**src/rtl/kpt_pkg.sv**
```systemverilog
// Shared constants, codes and types for the Kalman position tracker.
package kpt_pkg;

    localparam int FRAC_BITS_DEF = 16;
    localparam int AXES_DEF      = 3;
    localparam int DATA_W        = 32;

    localparam int CFG_IDX_W  = 3;
    localparam int CFG_DATA_W = 31;
    localparam int DT_W       = 17;
    localparam int VAR_W      = 31;

    localparam logic [CFG_IDX_W-1:0] REG_TIME_STEP     = 3'd0;
    localparam logic [CFG_IDX_W-1:0] REG_MEAS_VARIANCE = 3'd1;
    localparam logic [CFG_IDX_W-1:0] REG_PROCESS_NOISE = 3'd2;
    localparam logic [CFG_IDX_W-1:0] REG_INIT_POS_VAR  = 3'd3;
    localparam logic [CFG_IDX_W-1:0] REG_INIT_VEL_VAR  = 3'd4;
    localparam logic [CFG_IDX_W-1:0] REG_INIT_ACC_VAR  = 3'd5;

    localparam logic [DT_W-1:0]  RST_TIME_STEP     = 17'd328;
    localparam logic [VAR_W-1:0] RST_MEAS_VARIANCE = 31'd164;
    localparam logic [VAR_W-1:0] RST_PROCESS_NOISE = 31'd0;
    localparam logic [VAR_W-1:0] RST_INIT_POS_VAR  = 31'd16384;
    localparam logic [VAR_W-1:0] RST_INIT_VEL_VAR  = 31'd589824;
    localparam logic [VAR_W-1:0] RST_INIT_ACC_VAR  = 31'd65536;

    localparam logic [1:0] CMD_TICK    = 2'd0;
    localparam logic [1:0] CMD_MEAS    = 2'd1;
    localparam logic [1:0] CMD_RESTART = 2'd2;

    localparam logic KIND_TICK = 1'b0;
    localparam logic KIND_MEAS = 1'b1;

    // control of the shared multiply-accumulate unit
    typedef struct packed {
        logic mul_en;
        logic acc_en;
        logic first;
        logic sub;
    } t_alu_ctl;

endpackage

```
**src/rtl/kpt_alu.sv**
```systemverilog
// Shared fixed-point multiply, round, saturate and accumulate unit.
module kpt_alu
    import kpt_pkg::*;
#(
    parameter int FRAC_BITS = FRAC_BITS_DEF
) (
    input  logic                     i_clk,
    input  t_alu_ctl                 i_ctl,
    input  logic signed [DATA_W-1:0] i_op_a,
    input  logic signed [DATA_W-1:0] i_op_b,
    output logic signed [DATA_W-1:0] o_sum,
    output logic                     o_sat
);

    localparam logic signed [2*DATA_W-1:0] RND = 64'sd1 <<< (FRAC_BITS - 1);
    localparam logic signed [2*DATA_W-1:0] MAXV = 64'sd2147483647;
    localparam logic signed [2*DATA_W-1:0] MINV = -64'sd2147483648;

    logic signed [2*DATA_W-1:0] r_prod;
    logic signed [DATA_W-1:0]   r_acc;
    logic signed [2*DATA_W-1:0] shifted;
    logic signed [DATA_W-1:0]   mres;
    logic                       msat;
    logic signed [DATA_W-1:0]   base;
    logic signed [DATA_W:0]     s;
    logic                       asat;

    always_ff @(posedge i_clk) begin
        if (i_ctl.mul_en) begin
            r_prod <= i_op_a * i_op_b;
        end
        if (i_ctl.acc_en) begin
            r_acc <= o_sum;
        end
    end

    always_comb begin
        shifted = (r_prod + RND) >>> FRAC_BITS;
        msat    = 1'b0;
        if (shifted > MAXV) begin
            mres = 32'sh7FFFFFFF;
            msat = 1'b1;
        end else if (shifted < MINV) begin
            mres = 32'sh80000000;
            msat = 1'b1;
        end else begin
            mres = shifted[DATA_W-1:0];
        end
        base = i_ctl.first ? '0 : r_acc;
        s = i_ctl.sub ? ({base[DATA_W-1], base} - {mres[DATA_W-1], mres})
                      : ({base[DATA_W-1], base} + {mres[DATA_W-1], mres});
        asat = s[DATA_W] != s[DATA_W-1];
        if (asat) begin
            o_sum = s[DATA_W] ? 32'sh80000000 : 32'sh7FFFFFFF;
        end else begin
            o_sum = s[DATA_W-1:0];
        end
        o_sat = msat | asat;
    end

endmodule

```
**config.mk**
```make
export PLATFORM = sky130hd
export DESIGN_NAME = kpt_alu
export DESIGN_NICKNAME = d
export VERILOG_FILES = /design/src/rtl/kpt_pkg.sv /design/src/rtl/kpt_alu.sv
export SDC_FILE = /design/constraint.sdc
export NUM_CORES = 2
export LEC_CHECK = 0
export ABC_AREA = 1
export ABC_CLOCK_PERIOD_IN_PS = 11200
export BUFFER_PORTS_ARGS = -buffer_cell sky130_fd_sc_hd__buf_2
export CAP_MARGIN = 0
export CORE_MARGIN = 4
export CORE_UTILIZATION = 30
export DETAILED_ROUTE_END_ITERATION = 8
export HOLD_SLACK_MARGIN = 0.08
export SYNTH_ARGS = -nofsm -noshare
export SYNTH_HDL_FRONTEND = slang
export SYNTH_SLANG_ARGS = --single-unit
```
**constraint.sdc**
```tcl
create_clock -name i_clk -period 11.2 [get_ports i_clk]
set_input_delay 3.36 -clock i_clk [delete_from_list [all_inputs] [get_ports i_clk]]
set_output_delay 3.36 -clock i_clk [all_outputs]
set_load 0.005 [all_outputs]
```
======== After elaboration in Yosys (flattened, before gate mapping) ========
Index checks and enable logic that the tools add are counted.
storage, ports and cells
  register bits ........................... 96
  bits of input ports ..................... 69
  output and inout bits ................... 33
  logic and storage cells ................. 18
cells by class
  add/sub/neg operators ................... 3
  $mul .................................... 1
  order comparisons ....................... 2
  eq/ne operators ......................... 1
  mux-type cells .......................... 8
  bitwise gates (word level) .............. 1
operators by type and width
  kind                                                  number
  two-way mux 32 bit                                    5
  adder 64 x 17 -> 64 bit, second input constant        1
  multiplier 32 x 32 -> 64 bit                          1
  > comparator 48 x 32 -> 1 bit, second input constant  1
  < comparator 48 x 32 -> 1 bit, second input constant  1
  adder 32 x 32 -> 33 bit                               1
  two-way mux 33 bit                                    1
  subtractor 32 x 32 -> 33 bit                          1
  two-way mux 1 bit                                     2
  inequality test 1 bit                                 1
  OR 1 bit                                              1

======== Logic depth before layout (Yosys ltp) ========
  depth in word-level cells ............... 8
  depth in mapped cells ................... 42
  mapped depth without buffers ............ 40

======== Worst setup path after synthesis ========
No wires, ideal clock.
  path type ............................... input-to-reg
  start point ............................. input i_op_a[31]
  end point ............................... register r_prod[59] (data pin)
  setup time .............................. 0.259 ns
  data arrival time ....................... 9.982 ns
  data required time ...................... 10.941 ns
  path slack .............................. 0.960 ns
  cell stages on the path ................. 23
  buffers on the path ..................... 1
  cell sequence ........................... clkbuf_1 nand2_1 inv_1 fa_1 fa_1 fa_1 fa_1 inv_1 fa_1 fa_1 fa_1 inv_1 fa_1 ha_1 a21oi_1 inv_1 a31oi_1 o21ai_0 nor2_1 o311ai_0 nand2_1 nand2_1 xor2_1
on the way
  cells in the longest elaborated chain, start to end .. 1
RTL lines
  item                          line           text
  start: declaration            kpt_alu.sv:9   input logic signed [DATA_W-1:0] i_op_a,
  multiplier 32 x 32 -> 64 bit  kpt_alu.sv:30  r_prod <= i_op_a * i_op_b;
  end signal: assignment        kpt_alu.sv:30
  end: declaration              kpt_alu.sv:19  logic signed [2*DATA_W-1:0] r_prod;
Every way passes these cells.
A chain may end at the register's enable or synchronous reset.

======== Worst setup path in the final report ========
  start point ............................. input i_op_a[31]
  end point ............................... register r_prod[56] (data pin)
The elaborated chain is that of the path after synthesis.

==> flow_metrics.env <==
export IMPL_status="complete, no violations"
export IMPL_htreeDepth=3
export IMPL_end_kind="flip-flop"
export IMPL_io_pins=102
export IMPL_postCtsSetupRepairBufs=0
export IMPL_place_ws_ns=0.221
export IMPL_rsz0062_at_grt="false"
export IMPL_min_path_type="reg2reg"
export IMPL_clockBufferDepth=2
export IMPL_final_util_pct=32.6
export IMPL_numCtsBuffers=9
export IMPL_synthArstFlopShare_pct=0
export IMPL_grt_max_degree=50
export IMPL_totalWireLength_mm=119
export IMPL_ff2ff_path_depth=34
export IMPL_clock_skew_ns=0.00946
export IMPL_grt_overflow_total=0
export IMPL_first_iter_violations=2287
export IMPL_coreArea_mm2=0.144
export IMPL_postSynthCellCount=5451
export IMPL_hpwl_mm=105
export IMPL_worstSetupPathDepth=26
export IMPL_hold_viol_final=0
export IMPL_finalSetupViolations=0
export IMPL_cts_tree="yes"
export IMPL_syn_nets=6816
export IMPL_post_drt_via_cell_ratio=4.55
export IMPL_synth_edf_count=81
export IMPL_grt_total_usage_pct=16.2
export IMPL_maxSlewViolCount=0
export IMPL_arrival_ns=10.80
export IMPL_cpLargestDelayFamily="adder cells"
export IMPL_clkLatencyLatePin_ns=0.36
export IMPL_cts_resized=0
export IMPL_drt_pass1_iter_count=7
export IMPL_die_x_um=390
export IMPL_rows=139
export IMPL_gp_congestion=0.897
export IMPL_finalCriticalPeriod_ns=10.69
export IMPL_fillers=15276
export IMPL_drive_above_1_share_pct=4.94
export IMPL_die_height_um=390
export IMPL_wl_per_cell_um=16.1
export IMPL_fin_ws_ns=0.512
export IMPL_start_kind="primary input"
export IMPL_grt_pass1_wl_mm=199
export IMPL_clk_pin_slew_ns=0.07
export IMPL_worstHoldStart="r_acc[0]"
export IMPL_antenna_found_initial=6
export IMPL_ys_ff_latch=81
export IMPL_slowest_stage="fa_1"
export IMPL_postRouteAntennaNets=0
export IMPL_synth_cell_types=47
export IMPL_cts_hold_buf=0
export IMPL_max_stage_delay_ns=0.61
export IMPL_drc=0
export IMPL_max_freq_ghz=0.0936
export IMPL_cts_sinks=81
export IMPL_ys_dominant_reg_cell="edfxtp_1"
export IMPL_slew_headroom_pct=26.2
export IMPL_period_share_pct=95.4
export IMPL_via_count=33507
export IMPL_holdPathStages=5
export IMPL_syn_cell_area_mm2=0.0438
export IMPL_initial_core_util_pct=30.4
export IMPL_die_area_mm2=0.152
export IMPL_crit_top_cell="fa_1"
export IMPL_cp_buffers_inverters=7
export IMPL_tightest_slew_ns=1.11
export IMPL_timing_rr_start="r_prod[16]"
export IMPL_cp_startpoint="i_op_a[31]"
export IMPL_critPathRequiredTime_ns=11.31
export IMPL_syn_avg_cell_area_um2=8.04
export IMPL_yosysSeqAreaShare_pct=5.55
export IMPL_cts_root_buf="clkbuf_16"
export IMPL_setup_tns_ns=0
export IMPL_cp_max_fo=18
export IMPL_layout_nets=6824
export IMPL_synth_warnings=0
export IMPL_port_buffer_count=101
export IMPL_crit_type="in2reg"
export IMPL_layout_common_cells="inv_1, nand2_1, fa_1"
export IMPL_final_common_cell="inv_1"
export IMPL_area_growth_pct=7.51
export IMPL_grt_pass1_vias=36650
export IMPL_maxCapViolations=0
==> tightest hold or removal path, delay by kind of cell, from the launching register on <==
family        cells  cell delay (ns)
simple gates      3             0.23
flops             1             0.36
fa+ha+maj         1             0.12
buf+inv           1             0.03
==> cell usage after synthesis, types with 7 or more instances <==
| master | n | area share, % |
|---|---|---|
| a21oi_1 | 120 | 1.4 |
| nor2_2 | 8 | 0.11 |
| nand2_1 | 1424 | 12 |
| nand4_1 | 19 | 0.27 |
| o21bai_1 | 9 | 0.15 |
| xnor2_1 | 65 | 1.3 |
| a21boi_0 | 10 | 0.17 |
| a31oi_1 | 21 | 0.30 |
| nor3_1 | 14 | 0.16 |
| inv_1 | 1586 | 14 |
| o21a_1 | 17 | 0.29 |
| nand3_2 | 7 | 0.16 |
| edfxtp_1 | 81 | 5.6 |
| buf_6 | 9 | 0.23 |
| xor2_1 | 89 | 1.8 |
| clkbuf_1 | 198 | 1.7 |
| or2_2 | 14 | 0.20 |
| ha_1 | 214 | 6.1 |
| nand3_1 | 73 | 0.83 |
| fa_1 | 1082 | 49 |
| o21ai_0 | 72 | 0.82 |
| nor2_1 | 261 | 2.2 |
==> cell type report <==
type / count / area, um2 / area share (%)
diodes: 5 / 12.5 / 0.0266
repair buffers: 209 / 1430 / 3.03
clock buffers: 10 / 229 / 0.486
flip-flops and latches: 81 / 2430 / 5.16
multi-input cells: 3568 / 34600 / 73.4
well taps: 1903 / 2380 / 5.05
clock inverters: 6 / 92.6 / 0.197
inverters: 1590 / 5970 / 12.7
==> final timing paths <==
| kind | slack, ns | end |
|---|---|---|
| max | 0.51 | r_prod[56] |
| min | 0.93 | r_acc[0] |
| max reg2reg | 4.40 | r_acc[11] |
| min reg2reg | 0.93 | r_acc[0] |
==> flip-flops by register name, indices dropped and copies added, names as in the netlist <==
signal / cells
r_acc: 32
r_prod: 49
==> logic make-up (layout without fill, tap and decap cells) <==
kind of cell | after synthesis | count (layout) | share of synthesized area, %
compound gates | 274 | 274 | 3.56
xor+xnor | 155 | 155 | 3.14
fa+ha+maj | 1296 | 1296 | 55.5
buf+inv | 1802 | 1815 | 15.6
flops | 81 | 81 | 5.55
other cells | 0 | 5 | 0
simple gates | 1843 | 1843 | 16.6
==> stage by stage <==
step	hold slack, ns	area [um2]	std cells
final	0.926	47100	7372
after global routing	0.985	47100	7369
after CTS	0.914	47100	7367
after detailed placement	0.892	46800	7351
after global placement	0.899	46800	7351
after floorplan	0.831	43800	5451
==> metal layers <==
metal,GRT usage [%],wire length [um],up-vias
li1,-,-,15414
met1,22.4,53100,17042
met2,27.7,56700,908
met3,1.64,6260,141
met4,3.26,2520,2
met5,0,13,-
Power is left out: the tool's default activity adds up to more than one toggle a clock period on the data nets, which glitch-free logic cannot reach.
