File: src/rtl/kpt_pkg.sv
// Shared constants, codes and types for the Kalman position tracker.
package kpt_pkg;

    localparam int FRAC_BITS_DEF = 16;
    localparam int AXES_DEF      = 3;
    localparam int DATA_W        = 32;

    localparam int CFG_IDX_W  = 3;
    localparam int CFG_DATA_W = 31;
    localparam int DT_W       = 17;
    localparam int VAR_W      = 31;

    localparam logic [CFG_IDX_W-1:0] REG_TIME_STEP     = 3'd0;
    localparam logic [CFG_IDX_W-1:0] REG_MEAS_VARIANCE = 3'd1;
    localparam logic [CFG_IDX_W-1:0] REG_PROCESS_NOISE = 3'd2;
    localparam logic [CFG_IDX_W-1:0] REG_INIT_POS_VAR  = 3'd3;
    localparam logic [CFG_IDX_W-1:0] REG_INIT_VEL_VAR  = 3'd4;
    localparam logic [CFG_IDX_W-1:0] REG_INIT_ACC_VAR  = 3'd5;

    localparam logic [DT_W-1:0]  RST_TIME_STEP     = 17'd328;
    localparam logic [VAR_W-1:0] RST_MEAS_VARIANCE = 31'd164;
    localparam logic [VAR_W-1:0] RST_PROCESS_NOISE = 31'd0;
    localparam logic [VAR_W-1:0] RST_INIT_POS_VAR  = 31'd16384;
    localparam logic [VAR_W-1:0] RST_INIT_VEL_VAR  = 31'd589824;
    localparam logic [VAR_W-1:0] RST_INIT_ACC_VAR  = 31'd65536;

    localparam logic [1:0] CMD_TICK    = 2'd0;
    localparam logic [1:0] CMD_MEAS    = 2'd1;
    localparam logic [1:0] CMD_RESTART = 2'd2;

    localparam logic KIND_TICK = 1'b0;
    localparam logic KIND_MEAS = 1'b1;

    // control of the shared multiply-accumulate unit
    typedef struct packed {
        logic mul_en;
        logic acc_en;
        logic first;
        logic sub;
    } t_alu_ctl;

endpackage

File: src/rtl/kpt_div.sv
// Bit-serial restoring divider for Q-format a/b, truncating, saturating.
module kpt_div
    import kpt_pkg::*;
#(
    parameter int FRAC_BITS = FRAC_BITS_DEF
) (
    input  logic                     i_clk,
    input  logic                     i_rst_n,
    input  logic                     i_start,
    input  logic signed [DATA_W-1:0] i_num,
    input  logic signed [DATA_W-1:0] i_den,
    output logic                     o_done,
    output logic signed [DATA_W-1:0] o_quot,
    output logic                     o_sat
);

    localparam int NW = DATA_W + FRAC_BITS;
    localparam int CW = $clog2(NW + 1);
    localparam logic [NW-1:0] POS_LIM = NW'(64'h7FFFFFFF);
    localparam logic [NW-1:0] NEG_LIM = NW'(64'h80000000);

    logic              r_busy;
    logic              r_done;
    logic [NW-1:0]     r_num;
    logic [DATA_W-1:0] r_rem;
    logic [DATA_W-1:0] r_den;
    logic [CW-1:0]     r_cnt;
    logic              r_neg;
    logic              r_spec;
    logic              r_zero;
    logic [DATA_W-1:0] abs_num;
    logic [DATA_W-1:0] abs_den;
    logic [DATA_W:0]   trial;
    logic              ge;
    logic [NW-1:0]     neg_mag;

    assign abs_num = i_num[DATA_W-1] ? (~i_num + 1'b1) : i_num;
    assign abs_den = i_den[DATA_W-1] ? (~i_den + 1'b1) : i_den;
    assign trial   = {r_rem, r_num[NW-1]};
    assign ge      = trial >= {1'b0, r_den};

    always_ff @(posedge i_clk) begin
        if (!i_rst_n) begin
            r_busy <= 1'b0;
            r_done <= 1'b0;
        end else begin
            r_done <= 1'b0;
            if (i_start) begin
                r_spec <= i_den == '0;
                r_zero <= i_num == '0;
                r_neg  <= (i_den == '0) ? i_num[DATA_W-1]
                                        : (i_num[DATA_W-1] ^ i_den[DATA_W-1]);
                r_num  <= {abs_num, {FRAC_BITS{1'b0}}};
                r_den  <= abs_den;
                r_rem  <= '0;
                r_cnt  <= '0;
                if (i_den == '0) begin
                    r_done <= 1'b1;
                end else begin
                    r_busy <= 1'b1;
                end
            end else if (r_busy) begin
                r_rem <= ge ? DATA_W'(trial - {1'b0, r_den}) : trial[DATA_W-1:0];
                r_num <= {r_num[NW-2:0], ge};
                r_cnt <= r_cnt + 1'b1;
                if (r_cnt == CW'(NW - 1)) begin
                    r_busy <= 1'b0;
                    r_done <= 1'b1;
                end
            end
        end
    end

    always_comb begin
        neg_mag = ~r_num + 1'b1;
        o_sat   = 1'b0;
        if (r_spec) begin
            o_sat  = !r_zero;
            o_quot = r_zero ? '0 : (r_neg ? 32'sh80000000 : 32'sh7FFFFFFF);
        end else if (r_neg) begin
            if (r_num > NEG_LIM) begin
                o_quot = 32'sh80000000;
                o_sat  = 1'b1;
            end else begin
                o_quot = neg_mag[DATA_W-1:0];
            end
        end else begin
            if (r_num > POS_LIM) begin
                o_quot = 32'sh7FFFFFFF;
                o_sat  = 1'b1;
            end else begin
                o_quot = r_num[DATA_W-1:0];
            end
        end
    end

    assign o_done = r_done;

endmodule

File: config.mk
export PLATFORM = sky130hd
export DESIGN_NAME = kpt_div
export DESIGN_NICKNAME = d
export VERILOG_FILES = /design/src/rtl/kpt_pkg.sv /design/src/rtl/kpt_div.sv
export SDC_FILE = /design/constraint.sdc
export NUM_CORES = 1
export LEC_CHECK = 0
export ABC_AREA = 1
export BUFFER_PORTS_ARGS = -buffer_cell sky130_fd_sc_hd__buf_2
export CAP_MARGIN = 25
export CORE_ASPECT_RATIO = 0.7
export CORE_MARGIN = 1
export CORE_UTILIZATION = 56
export DETAILED_ROUTE_END_ITERATION = 10
export GPL_TIMING_DRIVEN = 0
export PLACE_DENSITY = 0.79
export SYNTH_ARGS = -nofsm -noshare
export SYNTH_HDL_FRONTEND = slang
export SYNTH_SLANG_ARGS = --single-unit
export TNS_END_PERCENT = 10
File: constraint.sdc
create_clock -name i_clk -period 5.4 [get_ports i_clk]
set_input_delay 0.27 -clock i_clk [delete_from_list [all_inputs] [get_ports i_clk]]
set_output_delay 0.27 -clock i_clk [all_outputs]
set_load 0.02 [all_outputs]
[After elaboration in Yosys (flattened, before gate mapping)]
Index checks and enable logic that the tools add are counted.
Word-level totals
  register bits: 123
  bits in latches: 0
  memory bits (writable): 0
  ROM bits: 0
  bits of input ports: 67
  output and inout port bits: 34
  word-level logic and storage cells: 57
  memories: 0
Operators by class
  add/sub/neg operators: 5
  multipliers: 0
  divide/modulo/power cells: 0
  $lt $le $gt $ge: 3
  equality and inequality tests: 2
  shift-type cells: 0
  multiplexer cells: 26
  bitwise logic cells: 4
  reduce and logical (&&, ||, !) cells: 6
Operators with widths (number)
  32-bit 2-to-1 mux: 9
  32-bit by 1-bit adder with 32-bit output, second input constant: 3
  48-bit 2-to-1 mux: 2
  32-bit NOT: 3
  32-bit zero test: 2
  48-bit by 31-bit greater-than comparator with 1-bit output, second input constant: 1
  48-bit by 32-bit greater-than comparator with 1-bit output, second input constant: 1
  33-bit by 32-bit >= comparator with 1-bit output: 1
  32-bit subtractor: 1
  31-bit 2-to-1 mux: 1
  1-bit 2-to-1 mux: 13
  6-bit by 1-bit adder with 6-bit output, second input constant: 1
  6-bit equality test, second input constant: 1
  6-bit 2-to-1 mux: 1
  2-bit AND reduction: 2
  2-bit != test, second input constant: 1
  2-bit nonzero test: 1
  1-bit zero test: 1
  1-bit XOR: 1

[Depth between registers and ports, before layout]
  word-level depth: 5
  depth in mapped cells: 16
  mapped depth without buffers: 16

[Worst setup path after synthesis]
Ideal clock, no wire load.
  kind: input -> register
  start point: input port i_start
  end point: register r_cnt[0] (enable)
  library setup time: 0.558 ns
  data arrival time: 4.943 ns
  data required time: 4.842 ns
  path slack: -0.101 ns
  stages: 4
  buffers on the path: 2
  cell sequence: clkbuf_1 -> inv_2 -> buf_2 -> a21oi_1
On the way
  longest elaborated chain between the ends: 2
Ends and longest elaborated chain
  start: declaration: line kpt_div.sv:9  | input logic i_start,
  2-bit nonzero test (no line)
  2-bit AND reduction (no line)
  end signal: assignment: line kpt_div.sv:65  | r_cnt <= r_cnt + 1'b1;
  end: declaration: line kpt_div.sv:27  | logic [CW-1:0] r_cnt;
Every way passes these cells.
A chain may end at the register's enable or synchronous reset.

[Worst setup path after layout]
  start point: register r_num[0]
  end point: output port o_sat
On the way
  longest elaborated chain between the ends: 4
  elaborated cells between the ends (all ways): 6
  those cells by class: 2 x order compare; 4 x mux
Ends and longest elaborated chain
  start: declaration: line kpt_div.sv:24  | logic [NW-1:0] r_num;
  start signal: assignment: line kpt_div.sv:53  | r_num <= {abs_num, {FRAC_BITS{1'b0}}};
  start signal: assignment: line kpt_div.sv:64  | r_num <= {r_num[NW-2:0], ge};
  48-bit by 31-bit greater-than comparator with 1-bit output / 48-bit by 32-bit greater-than comparator with 1-bit output (equally long branches): line kpt_div.sv:88, kpt_div.sv:81
  1-bit 2-to-1 mux, on equally long branches: line kpt_div.sv:88, kpt_div.sv:81
  1-bit 2-to-1 mux *: line kpt_div.sv:80  | end else if (r_neg) begin
  1-bit 2-to-1 mux *: line kpt_div.sv:77  | if (r_spec) begin
  end: declaration: line kpt_div.sv:14  | output logic o_sat
Mark *: on every way between the ends. The rest lies on a longest branch, timed or not.

==> impl_results.md <==
* Outcome: finished clean
* Share of layout cells above drive strength 1 at 0.1185
* CP Max Fanout at 10
* Commonest non-fill, non-tap cells in the layout: nand2_1, inv_1, nor2_1, nand3_1, edfxtp_1
* DRC errors left at 0
* Post-synthesis sequential area ratio at 0.3239
* Number of instances resized during post-cts repair at 0
* Slew headroom at 0.4400
* Mapped Nets at 1844
* Core box area at 19800 sq um
* Initial antenna violation count at 0
* HPWL after DPL at 27.50 mm
* Sw Ratio at 0.3710
* Nets at 1964
* Reg2Reg Depth at 15
* Placer congestion estimate at 0.9992
* Post-Route WL at 33.56 mm
* Skew-Pair Late Insertion Delay at 0.43 ns
* Ys Warns at 0
* Fin. max-slew vios at 0
* Psw at 1.236 mW
* Antenna Cells at 0
* Clock sinks at 123
* FP Rows at 43
* Combinational share of power at 0.314
* RR Endpoint: r_rem[24]$_SDFFCE_PP0P_
* Hold endpoint: r_den[0]$_DFFE_PP_
* Worst Skew at 0.008210 ns
* Most common cell after layout, fill and taps aside: nand2_1
* Antenna-violating nets left at 0
* Met2 usage at 0.4120
* CP endpoint kind: output pin
* Final setup fails at 0
* Vias per cell at 5.352
* Area Overhead vs Synth at 12.93%
* Area taken by multi-input logic gates at 6354 sq um
* RSZ-0062 raised after global routing: no
* Vias in the first global route at 9701
* Initial Util at 0.5729
* Yosys reg bits at 123
* R2R Path Start: r_num[47]$_DFFE_PP_
* Area leader, netlist: edfxtp_1
* Fmax at 318.4 MHz
* Final hold vios at 0
* Global Route Usage Sum at 0.3320
* Number of port buffers at 97
* Clock Tree Root: clkbuf_16
* DRT Pass-1 Iters at 6
* Largest net degree at the start of global routing at 30
* Async SR Flop Fraction at 0
* Tcrit/Tclk final at 0.5817
* CTS H-tree depth at 4
* Drt wl/cell at 15.66 um
* # Max-Cap Violations at 0
* GRT met3 Usage at 0.08643
* Total number of vias at 11469
* WP data arrival at 2.87 ns
* Clock share of power at 0.323
* Synth cell types at 44
* Initial DRC Count at 1298
* Sequential Area at 3674 sq um
* Fillers at 1904
* Tot Pwr at 3.330 mW
* EDFF count, synth at 121
* Mapped Avg Cell Area at 6.518 sq um
* Setup TNS Final at 0 ns
* Clock-pin slew on the worst setup and hold paths at 0.06 ns
* Post-CTS Repair Setup Buffers at 0
* Sequential power share at 0.363
* Worst setup SP type: flop
* P per Cell Area at 260.0 nW/um^2
* Post-Synthesis Cells at 1740
* Syn Std Cell Area at 11340 sq um
* Synth area leaders: edfxtp_1, nand2_1, inv_1
* Predominant post-synthesis flop cell: edfxtp_1
* Hold Path Depth at 1
* Hold Path Class: in -> reg
* I/O Pins at 101
* Grt met1 use at 0.5513
* CTS tree: done
* GRT busiest layer: met1
* Hold-fix buffers, CTS at 0
* CP Class: reg -> out
* Total CTS buffers at 17
* GR Overflow Total at 0
* Post-synth top area share at 0.3204
* VDD IR-drop max at 224.4 uV
* Slew @ Worst Pin at 0.8391 ns
* Die area at 20840 sq um
* Data required time at the worst endpoint at 5.13 ns
* Minimum clock period at 3.141 ns
* Clk buf depth at 2
* Int Pwr at 2.095 mW
* Die W at 172.1 um
* Die H at 121.1 um
* Leakage at 6.510 nW
* Global-route wire length before repair at 51.89 mm
* Reg-to-reg slack, setup at 2.69 ns
* Worst Hold Launch: i_den[0]
cell families (layout without fill, tap and decap cells):
logic type | after synthesis | count (layout) | synth area share
simple gates | 1053 | 1053 | 0.4012
buf+inv | 333 | 466 | 0.1169
compound gates | 111 | 111 | 0.05240
flops | 123 | 123 | 0.3239
xor+xnor | 83 | 83 | 0.06409
fa+ha+maj | 37 | 37 | 0.04148
registers in the layout, summed over array words and instances, names as in the netlist:
signal,count
r_zero,1
r_den,32
r_cnt,6
r_busy,1
r_spec,1
r_rem,32
r_neg,1
o_done,1
r_num,48
power groups by stage:
stage | Clock, mW | Sequential, mW | Combinational [mW]
2_1_floorplan | 0 | 1.21 | 0.735
3_3_place_gp | 0 | 1.23 | 0.995
3_5_place_dp | 0 | 1.23 | 1.02
4_1_cts | 1.08 | 1.21 | 1.02
5_1_grt | 1.12 | 1.22 | 1.16
6_report | 1.08 | 1.21 | 1.05
how the worst max path moves through the flow:
stage                           startpoint                 endpoint  slack [ns]  cells past startpoint
floorplan                          i_start   r_cnt[0]$_SDFFCE_PP0P_        1.84                      4
global placement                   i_start  r_num[11]$_SDFFCE_PP0P_        0.51                      4
detailed placement  r_num[0]$_SDFFCE_PP0P_                    o_sat        2.79                     13
CTS                 r_num[0]$_SDFFCE_PP0P_                    o_sat        2.33                     13
global route        r_num[0]$_SDFFCE_PP0P_                    o_sat        2.12                     13
finish              r_num[0]$_SDFFCE_PP0P_                    o_sat        2.26                     13
Yosys cell counts, types with 2 or more instances:
library cell / n
a31oi_1: 8
clkbuf_1: 23
and2_1: 3
inv_2: 9
and3_1: 3
nand4_1: 26
buf_2: 10
nand3_1: 124
or2_2: 4
nor4_1: 8
nor3_4: 2
buf_6: 8
xor2_1: 76
ha_1: 36
nand3_2: 3
nor2_2: 29
o21ai_1: 6
nand2_1: 560
a21oi_1: 22
inv_1: 277
nor3_1: 14
o21ai_0: 69
xnor2_1: 7
nor3_2: 2
edfxtp_1: 121
nand3b_1: 22
dfxtp_1: 2
nor2_4: 2
buf_1: 5
nor2_1: 233
nand2_2: 13
critical path, cell delays in order, from the launching register on:
cell,delay [ns]
edfxtp_1,0.43
inv_1,0.12
ha_1,0.26
nand3_2,0.17
nor2_2,0.25
nand2_1,0.14
nor2_1,0.12
nand2_1,0.07
nand2_2,0.17
buf_6,0.18
nor2_1,0.07
o21ai_1,0.24
nand2_1,0.07
buf_2,0.16
per-stage QoR:
| stage | util | hold WS, ns | area [sq um] | setup WS (ns) | std cells |
|---|---|---|---|---|---|
| finish | 0.6469 | 0.07055 | 12810 | 2.259 | 2143 |
| global route | 0.6469 | 0.05918 | 12810 | 2.124 | 2143 |
| CTS | 0.6469 | 0.06363 | 12810 | 2.329 | 2143 |
| detailed placement | 0.6194 | 0.4792 | 12260 | 2.793 | 2111 |
| global placement | 0.6146 | 0.4828 | 12170 | 0.5054 | 2107 |
| floorplan | - | 0.3689 | 11350 | 1.841 | 1740 |
cell type report:
type / instances / area share
Clock inverter: 13 / 0.008694
Inverter: 286 / 0.08381
Tap cell: 270 / 0.02637
Clock buffer: 19 / 0.03380
Multi-Input combinational cell: 1284 / 0.4960
Sequential cell: 123 / 0.2868
Buffer: 47 / 0.01973
Timing Repair Buffer: 101 / 0.04474
routing by layer:
layer / wire (um) / part of all wire / vias up
li1: - / - / 5712
met1: 16870 / 0.50 / 5184
met2: 12090 / 0.36 / 547
met3: 4285 / 0.13 / 26
met4: 315 / 0.0094 / 0
met5: 0 / 0 / -
(Power assumes the default switching activity.)
